--- config.mk ---
export PLATFORM = sky130hd
export DESIGN_NAME = pa_drive_bilinear_lookup_top
export DESIGN_NICKNAME = d
export VERILOG_FILES = /design/src/rtl/pabl_pkg.sv /design/src/rtl/pabl_rom.sv /design/src/rtl/pabl_pipe.sv /design/src/rtl/pa_drive_bilinear_lookup_top.sv
export SDC_FILE = /design/constraint.sdc
export NUM_CORES = 2
export LEC_CHECK = 0
export ABC_AREA = 1
export ABC_CLOCK_PERIOD_IN_PS = 10300
export BUFFER_PORTS_ARGS = -buffer_cell sky130_fd_sc_hd__buf_2
export CAP_MARGIN = 15
export CORE_MARGIN = 4
export CORE_UTILIZATION = 40
export CTS_CLUSTER_DIAMETER = 120
export DETAILED_ROUTE_END_ITERATION = 8
export PLACE_DENSITY = 0.63
export SYNTH_ARGS = -nofsm -noshare
export SYNTH_HDL_FRONTEND = slang
export SYNTH_SLANG_ARGS = --single-unit
--- constraint.sdc ---
create_clock -name clk -period 10.3 [get_ports clk]
set_input_delay 0.515 -clock clk [delete_from_list [all_inputs] [get_ports clk]]
set_output_delay 0.515 -clock clk [all_outputs]
set_load 0.1 [all_outputs]
--- src/rtl/pabl_pkg.sv ---
// Shared constants, calibration tables and types for the PA drive bilinear lookup.
// Depends on nothing; every other file of the block depends on it.
package pabl_pkg;

  localparam int FREQ_POINTS  = 9;
  localparam int POWER_POINTS = 8;

  localparam int FREQ_W  = 16;
  localparam int DBM_W   = 8;
  localparam int DRIVE_W = 12;
  localparam int ROM_W   = 10;
  localparam int ROW_W   = $clog2(POWER_POINTS);
  localparam int COL_W   = $clog2(FREQ_POINTS);
  localparam int DX_W    = 3;
  localparam int DY_W    = 6;
  localparam int A_W     = ROM_W + DX_W + 1;
  localparam int NUM_W   = A_W + DY_W + 1;
  localparam int RCP_K   = 30;
  localparam int RCP_W   = 24;
  localparam int PROD_W  = NUM_W + RCP_W;

  localparam int CFG_DATA_W = 32;
  localparam int PADDR_W    = 3;
  localparam logic REG_FULL_DRIVE = 1'b0;

  localparam logic [DRIVE_W-1:0] DRIVE_RESET = 12'd1500;
  localparam logic [DBM_W-1:0]   LOW_DBM     = 8'd10;
  localparam logic [DBM_W-1:0]   HIGH_DBM    = 8'd26;

  localparam logic [1:0] MODE_ZERO   = 2'd0;
  localparam logic [1:0] MODE_FULL   = 2'd1;
  localparam logic [1:0] MODE_INTERP = 2'd2;

  localparam logic [DBM_W-1:0] DBM_AXIS [POWER_POINTS] =
    '{8'd10, 8'd14, 8'd16, 8'd20, 8'd23, 8'd26, 8'd29, 8'd32};

  localparam logic [FREQ_W-1:0] FREQ_AXIS [FREQ_POINTS] =
    '{16'd5600, 16'd5650, 16'd5700, 16'd5750, 16'd5800,
      16'd5850, 16'd5900, 16'd5950, 16'd6000};

  localparam logic [ROM_W-1:0] DRIVE_ROM [POWER_POINTS][FREQ_POINTS] = '{
    '{10'd415, 10'd375, 10'd375, 10'd380, 10'd380, 10'd380, 10'd395, 10'd390, 10'd400},
    '{10'd420, 10'd420, 10'd400, 10'd400, 10'd405, 10'd425, 10'd430, 10'd440, 10'd435},
    '{10'd470, 10'd455, 10'd445, 10'd445, 10'd455, 10'd465, 10'd485, 10'd490, 10'd490},
    '{10'd525, 10'd510, 10'd490, 10'd490, 10'd500, 10'd515, 10'd540, 10'd550, 10'd545},
    '{10'd575, 10'd565, 10'd555, 10'd545, 10'd560, 10'd575, 10'd595, 10'd600, 10'd600},
    '{10'd640, 10'd630, 10'd610, 10'd610, 10'd625, 10'd645, 10'd665, 10'd675, 10'd670},
    '{10'd730, 10'd710, 10'd685, 10'd680, 10'd690, 10'd725, 10'd750, 10'd755, 10'd755},
    '{10'd805, 10'd785, 10'd755, 10'd755, 10'd770, 10'd805, 10'd830, 10'd840, 10'd835}
  };

  // The frequency axis is evenly spaced, so each cell's area depends on the power row only.
  localparam longint FREQ_STEP = longint'(FREQ_AXIS[1]) - longint'(FREQ_AXIS[0]);

  localparam longint DEN_TAB [POWER_POINTS-1] = '{
    (longint'(DBM_AXIS[1]) - longint'(DBM_AXIS[0])) * FREQ_STEP,
    (longint'(DBM_AXIS[2]) - longint'(DBM_AXIS[1])) * FREQ_STEP,
    (longint'(DBM_AXIS[3]) - longint'(DBM_AXIS[2])) * FREQ_STEP,
    (longint'(DBM_AXIS[4]) - longint'(DBM_AXIS[3])) * FREQ_STEP,
    (longint'(DBM_AXIS[5]) - longint'(DBM_AXIS[4])) * FREQ_STEP,
    (longint'(DBM_AXIS[6]) - longint'(DBM_AXIS[5])) * FREQ_STEP,
    (longint'(DBM_AXIS[7]) - longint'(DBM_AXIS[6])) * FREQ_STEP
  };

  // Rounded-up reciprocals; exact for numerators below 2**(RCP_K - 8).
  localparam logic [RCP_W-1:0] RCP_TAB [POWER_POINTS-1] = '{
    RCP_W'(((longint'(1) << RCP_K) + DEN_TAB[0] - 1) / DEN_TAB[0]),
    RCP_W'(((longint'(1) << RCP_K) + DEN_TAB[1] - 1) / DEN_TAB[1]),
    RCP_W'(((longint'(1) << RCP_K) + DEN_TAB[2] - 1) / DEN_TAB[2]),
    RCP_W'(((longint'(1) << RCP_K) + DEN_TAB[3] - 1) / DEN_TAB[3]),
    RCP_W'(((longint'(1) << RCP_K) + DEN_TAB[4] - 1) / DEN_TAB[4]),
    RCP_W'(((longint'(1) << RCP_K) + DEN_TAB[5] - 1) / DEN_TAB[5]),
    RCP_W'(((longint'(1) << RCP_K) + DEN_TAB[6] - 1) / DEN_TAB[6])
  };

  typedef struct packed {
    logic [1:0] mode;
    logic       carrier_off;
  } tag_t;

  typedef struct packed {
    tag_t             tag;
    logic [DX_W-1:0]  wx_lo;
    logic [DX_W-1:0]  wx_hi;
    logic [DY_W-1:0]  wy_lo;
    logic [DY_W-1:0]  wy_hi;
    logic [RCP_W-1:0] recip;
  } req_t;

  typedef struct packed {
    logic [ROM_W-1:0] q00;
    logic [ROM_W-1:0] q01;
    logic [ROM_W-1:0] q10;
    logic [ROM_W-1:0] q11;
  } corner_t;

endpackage

--- src/rtl/pabl_rom.sv ---
// Calibration ROM with a registered read of the four corners of one cell.
// Depends on pabl_pkg for the table and the corner type.
module pabl_rom (
  input  logic                     clk,
  input  logic                     en,
  input  logic [pabl_pkg::ROW_W-1:0] row,
  input  logic [pabl_pkg::COL_W-1:0] col,
  output pabl_pkg::corner_t        corner
);
  import pabl_pkg::*;

  logic [ROW_W-1:0] row_up;
  logic [COL_W-1:0] col_up;
  corner_t          corner_r;

  assign row_up = row + ROW_W'(1);
  assign col_up = col + COL_W'(1);

  always_ff @(posedge clk) begin
    if (en) begin
      corner_r.q00 <= DRIVE_ROM[row][col];
      corner_r.q01 <= DRIVE_ROM[row][col_up];
      corner_r.q10 <= DRIVE_ROM[row_up][col];
      corner_r.q11 <= DRIVE_ROM[row_up][col_up];
    end
  end

  assign corner = corner_r;

endmodule

--- src/rtl/pabl_pipe.sv ---
// Interpolation pipeline: power blend, frequency blend, reciprocal divide, output register.
// Depends on pabl_pkg for widths, mode codes and the request and corner types.
module pabl_pipe (
  input  logic                        clk,
  input  logic                        rst_n,
  input  logic                        v1,
  input  pabl_pkg::req_t              req,
  input  pabl_pkg::corner_t           corner,
  input  logic [pabl_pkg::DRIVE_W-1:0] full_drive,
  output logic                        rdy1,
  output logic                        out_valid,
  input  logic                        out_stall,
  output logic [pabl_pkg::DRIVE_W-1:0] out_drive_value,
  output logic                        out_carrier_off
);
  import pabl_pkg::*;

  logic rdy2, rdy3, rdy4, rdy_o;
  logic v2_r, v3_r, v4_r, ov_r;

  tag_t             tag2_r, tag3_r, tag4_r;
  logic [A_W-1:0]   a2_r, b2_r, a_nxt, b_nxt;
  logic [DY_W-1:0]  wy_lo2_r, wy_hi2_r;
  logic [RCP_W-1:0] rcp2_r, rcp3_r;
  logic [NUM_W-1:0] num3_r, num_nxt;
  logic [PROD_W-1:0] prod4_r, prod_nxt;
  logic [DRIVE_W-1:0] drive_nxt, drive_r;
  logic             coff_r;

  assign rdy_o = !ov_r || !out_stall;
  assign rdy4  = !v4_r || rdy_o;
  assign rdy3  = !v3_r || rdy4;
  assign rdy2  = !v2_r || rdy3;
  assign rdy1  = !v1 || rdy2;

  always_ff @(posedge clk) begin
    if (!rst_n) begin
      v2_r <= 1'b0;
      v3_r <= 1'b0;
      v4_r <= 1'b0;
      ov_r <= 1'b0;
    end else begin
      if (rdy2) v2_r <= v1;
      if (rdy3) v3_r <= v2_r;
      if (rdy4) v4_r <= v3_r;
      if (rdy_o) ov_r <= v4_r;
    end
  end

  assign a_nxt = A_W'(corner.q00) * A_W'(req.wx_lo) + A_W'(corner.q10) * A_W'(req.wx_hi);
  assign b_nxt = A_W'(corner.q01) * A_W'(req.wx_lo) + A_W'(corner.q11) * A_W'(req.wx_hi);

  always_ff @(posedge clk) begin
    if (rdy2) begin
      tag2_r   <= req.tag;
      a2_r     <= a_nxt;
      b2_r     <= b_nxt;
      wy_lo2_r <= req.wy_lo;
      wy_hi2_r <= req.wy_hi;
      rcp2_r   <= req.recip;
    end
  end

  assign num_nxt = NUM_W'(a2_r) * NUM_W'(wy_lo2_r) + NUM_W'(b2_r) * NUM_W'(wy_hi2_r);

  always_ff @(posedge clk) begin
    if (rdy3) begin
      tag3_r <= tag2_r;
      num3_r <= num_nxt;
      rcp3_r <= rcp2_r;
    end
  end

  assign prod_nxt = PROD_W'(num3_r) * PROD_W'(rcp3_r);

  always_ff @(posedge clk) begin
    if (rdy4) begin
      tag4_r  <= tag3_r;
      prod4_r <= prod_nxt;
    end
  end

  always_comb begin
    unique case (tag4_r.mode)
      MODE_ZERO:   drive_nxt = '0;
      MODE_FULL:   drive_nxt = full_drive;
      MODE_INTERP: drive_nxt = prod4_r[RCP_K +: DRIVE_W];
      default:     drive_nxt = '0;
    endcase
  end

  always_ff @(posedge clk) begin
    if (rdy_o) begin
      drive_r <= drive_nxt;
      coff_r  <= tag4_r.carrier_off;
    end
  end

  assign out_valid       = ov_r;
  assign out_drive_value = drive_r;
  assign out_carrier_off = coff_r;

endmodule

--- src/rtl/pa_drive_bilinear_lookup_top.sv ---
// Top level of the PA drive bilinear lookup: configuration port, segment search, pipeline.
// Depends on pabl_pkg, pabl_rom and pabl_pipe.
//
//   Channel  Direction  Handshake             Payload
//   in       input      in_valid / in_stall   in_freq_mhz[15:0], in_power_dbm[7:0]
//   out      output     out_valid / out_stall out_drive_value[11:0], out_carrier_off
//   cfg      input      APB write and read    full_drive_value at byte address 0
//
// One request is accepted per clock while in_stall is low; its result shows on out_valid after
// passing the segment and ROM stage, two blend multiplies, the reciprocal multiply and the
// output register. Reset clears all valid flags and sets the full drive value to 1500. An
// out_stall holds the result, and in_stall rises only once every stage is occupied.
module pa_drive_bilinear_lookup_top (
  input  logic                           clk,
  input  logic                           rst_n,
  input  logic                           in_valid,
  output logic                           in_stall,
  input  logic [pabl_pkg::FREQ_W-1:0]    in_freq_mhz,
  input  logic [pabl_pkg::DBM_W-1:0]     in_power_dbm,
  output logic                           out_valid,
  input  logic                           out_stall,
  output logic [pabl_pkg::DRIVE_W-1:0]   out_drive_value,
  output logic                           out_carrier_off,
  input  logic                           cfg_psel,
  input  logic                           cfg_penable,
  input  logic                           cfg_pwrite,
  input  logic [pabl_pkg::PADDR_W-1:0]   cfg_paddr,
  input  logic [pabl_pkg::CFG_DATA_W-1:0] cfg_pwdata,
  output logic [pabl_pkg::CFG_DATA_W-1:0] cfg_prdata,
  output logic                           cfg_pready
);
  import pabl_pkg::*;

  logic [DRIVE_W-1:0] full_drive_r;
  logic               rdy1;
  logic               v1_r;
  req_t               req_r, req_nxt;
  corner_t            corner;

  logic [FREQ_W-1:0]  y, y1, y2;
  logic [DBM_W-1:0]   x, x1, x2;
  logic [ROW_W-1:0]   p;
  logic [COL_W-1:0]   f;

  assign cfg_pready = 1'b1;
  assign cfg_prdata = (cfg_paddr[2] == REG_FULL_DRIVE) ? CFG_DATA_W'(full_drive_r) : '0;

  always_ff @(posedge clk) begin
    if (!rst_n) begin
      full_drive_r <= DRIVE_RESET;
    end else if (cfg_psel && cfg_penable && cfg_pwrite && cfg_paddr[2] == REG_FULL_DRIVE) begin
      full_drive_r <= cfg_pwdata[DRIVE_W-1:0];
    end
  end

  always_comb begin
    y = in_freq_mhz;
    if (y < FREQ_AXIS[0]) y = FREQ_AXIS[0];
    if (y > FREQ_AXIS[FREQ_POINTS-1]) y = FREQ_AXIS[FREQ_POINTS-1];
    x = in_power_dbm;
    if (x < DBM_AXIS[0]) x = DBM_AXIS[0];
    if (x > DBM_AXIS[POWER_POINTS-1]) x = DBM_AXIS[POWER_POINTS-1];

    p = ROW_W'(POWER_POINTS - 2);
    for (int i = POWER_POINTS - 3; i >= 0; i--) begin
      if (x < DBM_AXIS[i+1]) p = ROW_W'(i);
    end
    f = COL_W'(FREQ_POINTS - 2);
    for (int j = FREQ_POINTS - 3; j >= 0; j--) begin
      if (y < FREQ_AXIS[j+1]) f = COL_W'(j);
    end

    x1 = DBM_AXIS[p];
    x2 = DBM_AXIS[p + ROW_W'(1)];
    y1 = FREQ_AXIS[f];
    y2 = FREQ_AXIS[f + COL_W'(1)];

    req_nxt.wx_lo = DX_W'(x2 - x);
    req_nxt.wx_hi = DX_W'(x - x1);
    req_nxt.wy_lo = DY_W'(y2 - y);
    req_nxt.wy_hi = DY_W'(y - y1);
    req_nxt.recip = RCP_TAB[p];
    req_nxt.tag.carrier_off = (in_power_dbm == '0);
    priority if (in_power_dbm < LOW_DBM) begin
      req_nxt.tag.mode = MODE_ZERO;
    end else if (in_power_dbm >= HIGH_DBM) begin
      req_nxt.tag.mode = MODE_FULL;
    end else begin
      req_nxt.tag.mode = MODE_INTERP;
    end
  end

  always_ff @(posedge clk) begin
    if (!rst_n) begin
      v1_r <= 1'b0;
    end else if (rdy1) begin
      v1_r <= in_valid;
    end
  end

  always_ff @(posedge clk) begin
    if (rdy1) begin
      req_r <= req_nxt;
    end
  end

  assign in_stall = !rdy1;

  pabl_rom u_rom (
    .clk    (clk),
    .en     (rdy1),
    .row    (p),
    .col    (f),
    .corner (corner)
  );

  pabl_pipe u_pipe (
    .clk             (clk),
    .rst_n           (rst_n),
    .v1              (v1_r),
    .req             (req_r),
    .corner          (corner),
    .full_drive      (full_drive_r),
    .rdy1            (rdy1),
    .out_valid       (out_valid),
    .out_stall       (out_stall),
    .out_drive_value (out_drive_value),
    .out_carrier_off (out_carrier_off)
  );

endmodule

# Word level (Yosys, flattened, before mapping)
# Memory sizes are Yosys's and may differ from the RTL's. A register that Yosys moved wholly into a read port is not among the register bits.
# Cells that the tools add are included.
# Widths: inputs -> output; s select.
[word_totals] regBits=251 latch_bits=0 ramBits=0 romBits=2272 in_bits=66 wordCells=144 n_memories=7
[memory_table] memory="(no name shown)" depth=8 width=90 rd=1 rd_ports_with_merged_regs=0 wr=0 line="pabl_rom.sv:21" rtl="corner_r.q00 <= DRIVE_ROM[row][col];"
[memory_table] memory="(no name shown)" depth=8 width=90 rd=1 rd_ports_with_merged_regs=0 wr=0 line="pabl_rom.sv:23" rtl="corner_r.q10 <= DRIVE_ROM[row_up][col];"
[memory_table] memory="(no name shown)" depth=16 width=16 rd=1 rd_ports_with_merged_regs=0 wr=0 line="pa_drive_bilinear_lookup_top.sv:76" rtl="y2 = FREQ_AXIS[f + COL_W'(1)];"
[memory_table] memory="(no name shown)" depth=16 width=16 rd=1 rd_ports_with_merged_regs=0 wr=0 line="pa_drive_bilinear_lookup_top.sv:75" rtl="y1 = FREQ_AXIS[f];"
[memory_table] memory="(no name shown)" depth=8 width=24 rd=1 rd_ports_with_merged_regs=1 wr=0 line="pa_drive_bilinear_lookup_top.sv:82" rtl="req_nxt.recip = RCP_TAB[p];"
[memory_table] memory="(no name shown)" depth=8 width=8 rd=1 rd_ports_with_merged_regs=0 wr=0 line="pa_drive_bilinear_lookup_top.sv:74" rtl="x2 = DBM_AXIS[p + ROW_W'(1)];"
[memory_table] memory="1 more memories"
[classes] n_addsub=9 mul=7 n_div=0 order_cmp=22 n_eq_ne=2 shift=0 mux=44 n_bitwise=5 reduce_logical=16
[ops] operator="$mux 90" count=4
[ops] operator="$bmux 10 s4" count=4
[ops] operator="$lt 16x13->1 const B" count=8
[ops] operator="$mux 10" count=8
[ops] operator="$mul 10x3->13" count=4
[ops] operator="$mul 21x24->42" count=1
[ops] operator="$lt 8x5->1 const B" count=5
[ops] operator="$mul 14x6->20" count=2
[ops] operator="$mux 16" count=2
[ops] operator="$add 13x13->14" count=2
[ops] operator="$mux 3" count=9
[ops] operator="$mux 4" count=6
[ops] operator="$mux 6" count=4
[ops] operator="$pmux 12 s2" count=1
[ops] operator="$add 20x20->21" count=1
[ops] operator="$gt 16x13->1 const B" count=1
[ops] operator="$lt 8x4->1 const B" count=2
[ops] operator="$mux 8" count=2
[ops] operator="$mux 12" count=1
[ops] operator="$sub 6x6->6" count=2
[ops] operator="$ge 5x5->1 const B" count=2
[ops] operator="$not 4->5" count=2
[ops] operator="$ge 4x4->1 const B" count=2
[ops] operator="$ge 8x5->1 const B" count=1
[ops] operator="14 further kinds" count=29

# Logic depth before layout (Yosys ltp)
[depth] depth_word=19 ltp_mapped=33 ltp_nobuf=29

# Cells and area by module
# From an unflattened synthesis, not the netlist that was laid out.
[hier_totals] cells_unflattened=4754 hier_area_um2=37368.3
[by_module_without_submodules] mod="pabl_pipe" instances=1 cells_per_inst=3570 area_per_inst_um2=29793.6
[by_module_without_submodules] mod="pabl_rom" instances=1 cells_per_inst=813 area_per_inst_um2=4687.0
[by_module_without_submodules] mod="pa_drive_bilinear_lookup_top" instances=1 cells_per_inst=371 area_per_inst_um2=2887.8

# Worst setup path after synthesis
# Ideal clock, no wire load.
[synth_path] path_kind="flip-flop to flip-flop" from="reg u_pipe.ov_r, in the netlist u_pipe.out_valid" to="reg req_r[15] (netlist name)" setup_time_ns=0.585 arrival_ns=6.176 required_ns=9.715 setup_slack_ns=3.539 stages_incl_launch_ff=10 n_path_buf=0 path_cell_list="dfxtp_1 -> nand2_1 -> nor2_1 -> inv_1 -> nor2_1 -> inv_1 -> nor2_1 -> inv_1 -> nor2_1 -> inv_1"
[synth_between] elab_chain_len=6
[synth_lines] element="start, declared" line="pabl_pipe.sv:19" rtl="logic v2_r, v3_r, v4_r, ov_r;"
[synth_lines] element="start signal, assigned" line="pabl_pipe.sv:46" rtl="if (rdy_o) ov_r <= v4_r;"
[synth_lines] element="$logic_not 1->1" line="pabl_pipe.sv:30" rtl="assign rdy_o = !ov_r || !out_stall;"
[synth_lines] element="$logic_or 1x1->1" line="pabl_pipe.sv:30"
[synth_lines] element="net u_pipe.rdy_o" line="pabl_pipe.sv:18" rtl="logic rdy2, rdy3, rdy4, rdy_o;"
[synth_lines] element="$logic_or 1x1->1" line="pabl_pipe.sv:31" rtl="assign rdy4 = !v4_r || rdy_o;"
[synth_lines] element="net u_pipe.rdy4" line="pabl_pipe.sv:18"
[synth_lines] element="$logic_or 1x1->1" line="pabl_pipe.sv:32" rtl="assign rdy3 = !v3_r || rdy4;"
[synth_lines] element="net u_pipe.rdy3" line="pabl_pipe.sv:18"
[synth_lines] element="$logic_or 1x1->1" line="pabl_pipe.sv:33" rtl="assign rdy2 = !v2_r || rdy3;"
[synth_lines] element="net u_pipe.rdy2" line="pabl_pipe.sv:18"
[synth_lines] element="$logic_or 1x1->1" line="pabl_pipe.sv:34" rtl="assign rdy1 = !v1 || rdy2;"
# The timed path passes the listed nets, and every way through them passes these cells.
# A chain may end at the register's enable or synchronous reset.

# Final worst setup path
[layout_path] from="reg u_pipe.rcp3_r[21]" to="reg u_pipe.prod4_r[38] (data pin)"
[layout_between] elab_chain_len=1
[layout_lines] element="start, declared" line="pabl_pipe.sv:24" rtl="logic [RCP_W-1:0] rcp2_r, rcp3_r;"
[layout_lines] element="start signal, assigned" line="pabl_pipe.sv:70" rtl="rcp3_r <= rcp2_r;"
[layout_lines] element="$mul 21x24->42" line="pabl_pipe.sv:74" rtl="assign prod_nxt = PROD_W'(num3_r) * PROD_W'(rcp3_r);"
[layout_lines] element="net u_pipe.prod_nxt[38]" line="pabl_pipe.sv:26" rtl="logic [PROD_W-1:0] prod4_r, prod_nxt;"
[layout_lines] element="end signal, assigned" line="pabl_pipe.sv:79" rtl="prod4_r <= prod_nxt;"
[layout_lines] element="end, declared" line="pabl_pipe.sv:26"
# The timed path passes the listed nets, and every way through them passes these cells.

==> reports/results.md <==
* **type of destination of the critical path** register
* **global-route wire length before repair** 128000 µm
* **yosys synthesis warning count** 0
* **Cell Area, Placed** 32400 µm²
* **#FFs+latches synth** 189
* **Maximum Capacitance Violations** 0
* **Post-Synthesis Cells** 3602
* **worst hold start** in_valid
* **aggregate global-route resource usage** 19.8%
* **# port buffers** 70
* **met2 wire length** 38300 µm
* **initial core utilization** 40.2%
* **total count of max-transition violations in the final report** 0
* **total wire length** 78800 µm
* **transition time at the pin with the least slew margin** 1.11 ns
* **routability cong.** 0.983
* **proportion of synthesized chip area in sequential cells** 17.7%
* **cell types with the highest counts after synthesis** sky130_fd_sc_hd__inv_1 (919), sky130_fd_sc_hd__nand2_1 (842), sky130_fd_sc_hd__fa_1 (548)
* **critical path launch point type** register
* **WL per Instance** 16.9 µm
* **Post-synth ARST share** 0%
* **most area-consuming cells after synthesis** sky130_fd_sc_hd__fa_1 (35%), sky130_fd_sc_hd__edfxtp_1 (17%), sky130_fd_sc_hd__ha_1 (11%)
* **worst reg-to-reg path cell count** 19
* **Root Buffer** sky130_fd_sc_hd__clkbuf_16
* **top routing layer in use** met4
* **endpoint of the worst register-to-register path** u_pipe.prod4_r[38]
* **Bufs on Longest Clock Path** 2
* **count of flip-flops with a built-in enable after synthesis** 172
* **TritonCTS clock tree** built
* **number of fill cells** 7791
* **required time of the critical path** 10.53 ns
* **crit path setup slack, layout** 2.94 ns
* **number of global-route vias before repair** 24.0k
* **largest driver fanout on the critical path** 21
* **number of failing hold endpoints at the final stage** 0
* **Post-Synthesis Mean Instance Area** 8.64 µm²
* **insertion delay of the later-clocked pin in the worst-skew pair** 0.48 ns
* **number of nets with antenna violations after detailed routing** 0
* **Area Overhead vs Synth** 6.12%
* **Layout Nets** 4506
* **Worst Hold Class** in2reg
* **cell area after layout** 33000 µm²
* **1st-iter DRT viols** 1573
* **DRT met1 WL** 32200 µm
* **Max transition margin** 26.3%
* **largest net degree at the start of global routing** 77
* **pre-CTS worst setup slack** 3.09 ns
* **share of the cycle needed by the critical path after routing** 71.5%
* **via density per instance** 4.95
* **sum of met3 wire segment lengths after detailed routing** 4150 µm
* **post-CTS clock slew at the launch and capture registers of the worst setup and hold paths** 0.08 ns
* **sum of overflow across all layers after global routing** 0
* **half-perimeter wire length of the detailed placement result** 66200 µm
* **overall die width** 287 µm
* **boundary pin count** 114
* **hold-critical path endpoint** v1_r
* **diodes inserted** 0
* **register area** 5510 µm²
* **clk_skew** 0.0171 ns
* **worst setup path start** u_pipe.rcp3_r[21]
* **number of cell rows** 102
* **crit path kind** reg2reg
* **Min Clock Period, post-route** 7.36 ns
* **Reg2Reg Setup Slack** 2.94 ns
* **cts bufs inserted** 17
* **unrepaired setup endpoints after global routing** false
* **Yosys top cell by area** sky130_fd_sc_hd__fa_1
* **Post-synth top flop** sky130_fd_sc_hd__edfxtp_1
* **count of unresolved DRC violations after routing** 0
* **buffers inserted by post-CTS timing repair** 0
* **TritonCTS Sinks** 189
* **multi-input gate area in the final layout** 21600 µm²
* **final-report setup violation count** 0
* **hold-critical path depth** 2
* **quantity of gates resized following cts** 0
* **overall die height** 287 µm
* **number of library cell types mapped by synthesis** 53
* **core area** 77300 µm²
* **maximum clock rate** 136 MHz
* **launch point of the worst reg-to-reg path** u_pipe.rcp3_r[21]
* **level count of the clock H-tree** 4
* **number of hold-repair buffers added at the cts stage** 0
* **status** finished, final reports clean
* **fraction of final layout cells with drive strength greater than 1** 4.36%
* **most frequently used cell type in the post-synthesis netlist** sky130_fd_sc_hd__inv_1
* **area of the die** 82300 µm²
* **arrival time at the worst endpoint** 7.59 ns
* **number of antenna violations at the first check in global routing** 0
* **netlist area before placement** 31100 µm²
* **post-synth top area share** 35.2%
* **setup TNS after final layout** 0 ns
* **number of vias after detailed routing** 23.1k
* **number of optimization iterations in the first detailed-route pass** 7
==> metal layers <==
metal  track usage (%)  vias up
met3              2.09      183
li1                  -    10852
met2              33.3      770
met5                 0        -
met4              9.45        0
met1              25.5    11294
==> cells by family (layout without fill, tap and decap cells) <==
kind of cell,count (synthesis),count (layout),share of synthesized area [%]
AND/OR/NAND/NOR,1136,1136,14.5
buffers and inverters,1043,1050,13.1
adder cells (fa/ha/maj),825,825,46.4
AO/OA/AOI/OAI,339,339,6.29
flip-flops,189,189,17.7
XOR/XNOR,68,68,1.97
other,2,21,0.0241
==> state kept, by name (all words and copies together), names as in the netlist, 12 cells and up <==
signal                  cells
u_rom.corner               40
req_r                      26
u_pipe.num3_r              21
u_pipe.a2_r                14
u_pipe.b2_r                14
full_drive_r               12
u_pipe.out_drive_value     12
u_pipe.prod4_r             12
==> metrics by stage <==
stage / hold WS (ns) / utilization [%] / cells
after CTS: 0.209 / 42.7 / 4668
final: 0.245 / 42.7 / 4668
after global routing: 0.232 / 42.7 / 4668
after detailed placement: 0.405 / 41.9 / 4636
after global placement: 0.402 / 41.9 / 4636
after floorplan: 0.400 / - / 3621
==> worst max-delay path by stage <==
stage                         endpoint  slack, ns  cells after the start
floorplan                    req_r[15]       3.54                      9
finish              u_pipe.prod4_r[38]       2.94                     19
global route        u_pipe.prod4_r[39]       2.71                     22
CTS                 u_pipe.prod4_r[38]       3.06                     19
global placement    u_pipe.prod4_r[39]       3.08                     22
detailed placement  u_pipe.prod4_r[38]       3.09                     19
==> layout make-up <==
| type | count | share of cell area [%] |
|---|---|---|
| multi-input cells | 2389 | 65.4 |
| clock inverters | 14 | 0.629 |
| inverters | 929 | 10.6 |
| clock buffers | 18 | 1.30 |
| repair buffers | 89 | 1.49 |
| flip-flops and latches | 189 | 16.7 |
| well taps | 1040 | 3.94 |
==> cells in the final DEF (no fill, tap or decap), types with 3 or more instances in the layout <==
master,netlist,layout
sky130_fd_sc_hd__nor2_2,3,3
sky130_fd_sc_hd__nand2_2,6,6
sky130_fd_sc_hd__dfxtp_1,17,17
sky130_fd_sc_hd__o211ai_2,4,4
sky130_fd_sc_hd__o21ai_1,24,24
sky130_fd_sc_hd__o221ai_1,3,3
sky130_fd_sc_hd__inv_2,8,10
sky130_fd_sc_hd__buf_2,16,70
sky130_fd_sc_hd__clkinv_8,0,3
sky130_fd_sc_hd__xor2_1,48,48
sky130_fd_sc_hd__clkbuf_16,0,17
sky130_fd_sc_hd__a31oi_1,10,10
sky130_fd_sc_hd__nand2_4,4,4
sky130_fd_sc_hd__ha_1,277,277
sky130_fd_sc_hd__fa_1,548,548
sky130_fd_sc_hd__conb_1,2,21
sky130_fd_sc_hd__xnor2_1,19,19
sky130_fd_sc_hd__nor4_1,4,4
sky130_fd_sc_hd__buf_4,26,19
sky130_fd_sc_hd__a21oi_1,123,123
sky130_fd_sc_hd__nor2_1,143,143
sky130_fd_sc_hd__nand3_1,114,114
sky130_fd_sc_hd__inv_8,0,5
sky130_fd_sc_hd__nand4_1,4,4
sky130_fd_sc_hd__o21a_1,4,4
sky130_fd_sc_hd__nor3_1,11,11
sky130_fd_sc_hd__o211ai_1,33,33
sky130_fd_sc_hd__a21o_1,6,6
sky130_fd_sc_hd__inv_1,919,917
sky130_fd_sc_hd__o21bai_1,5,5
sky130_fd_sc_hd__o2111ai_1,3,3
sky130_fd_sc_hd__nand2_1,842,842
sky130_fd_sc_hd__edfxtp_1,172,172
sky130_fd_sc_hd__o21ai_0,107,107
sky130_fd_sc_hd__a21oi_2,3,3
==> critical path, stage by stage, from the launching register on <==
cell and delay [ns]:
sky130_fd_sc_hd__edfxtp_1 1.08, sky130_fd_sc_hd__nand2_1 0.36, sky130_fd_sc_hd__fa_1 0.59, sky130_fd_sc_hd__fa_1 0.51, sky130_fd_sc_hd__inv_1 0.05, sky130_fd_sc_hd__fa_1 0.62
sky130_fd_sc_hd__fa_1 0.45, sky130_fd_sc_hd__fa_1 0.49, sky130_fd_sc_hd__fa_1 0.53, sky130_fd_sc_hd__fa_1 0.49, sky130_fd_sc_hd__ha_1 0.41, sky130_fd_sc_hd__a21oi_1 0.29
sky130_fd_sc_hd__o21a_1 0.16, sky130_fd_sc_hd__o221ai_1 0.10, sky130_fd_sc_hd__nand2_1 0.09, sky130_fd_sc_hd__nand4_1 0.30, sky130_fd_sc_hd__a21o_1 0.28, sky130_fd_sc_hd__nand3_1 0.08
sky130_fd_sc_hd__nand2_1 0.07, sky130_fd_sc_hd__xor2_1 0.14
Power is not shown: default switching activity piles up to over one toggle a cycle in this logic, so the estimate is an artifact.
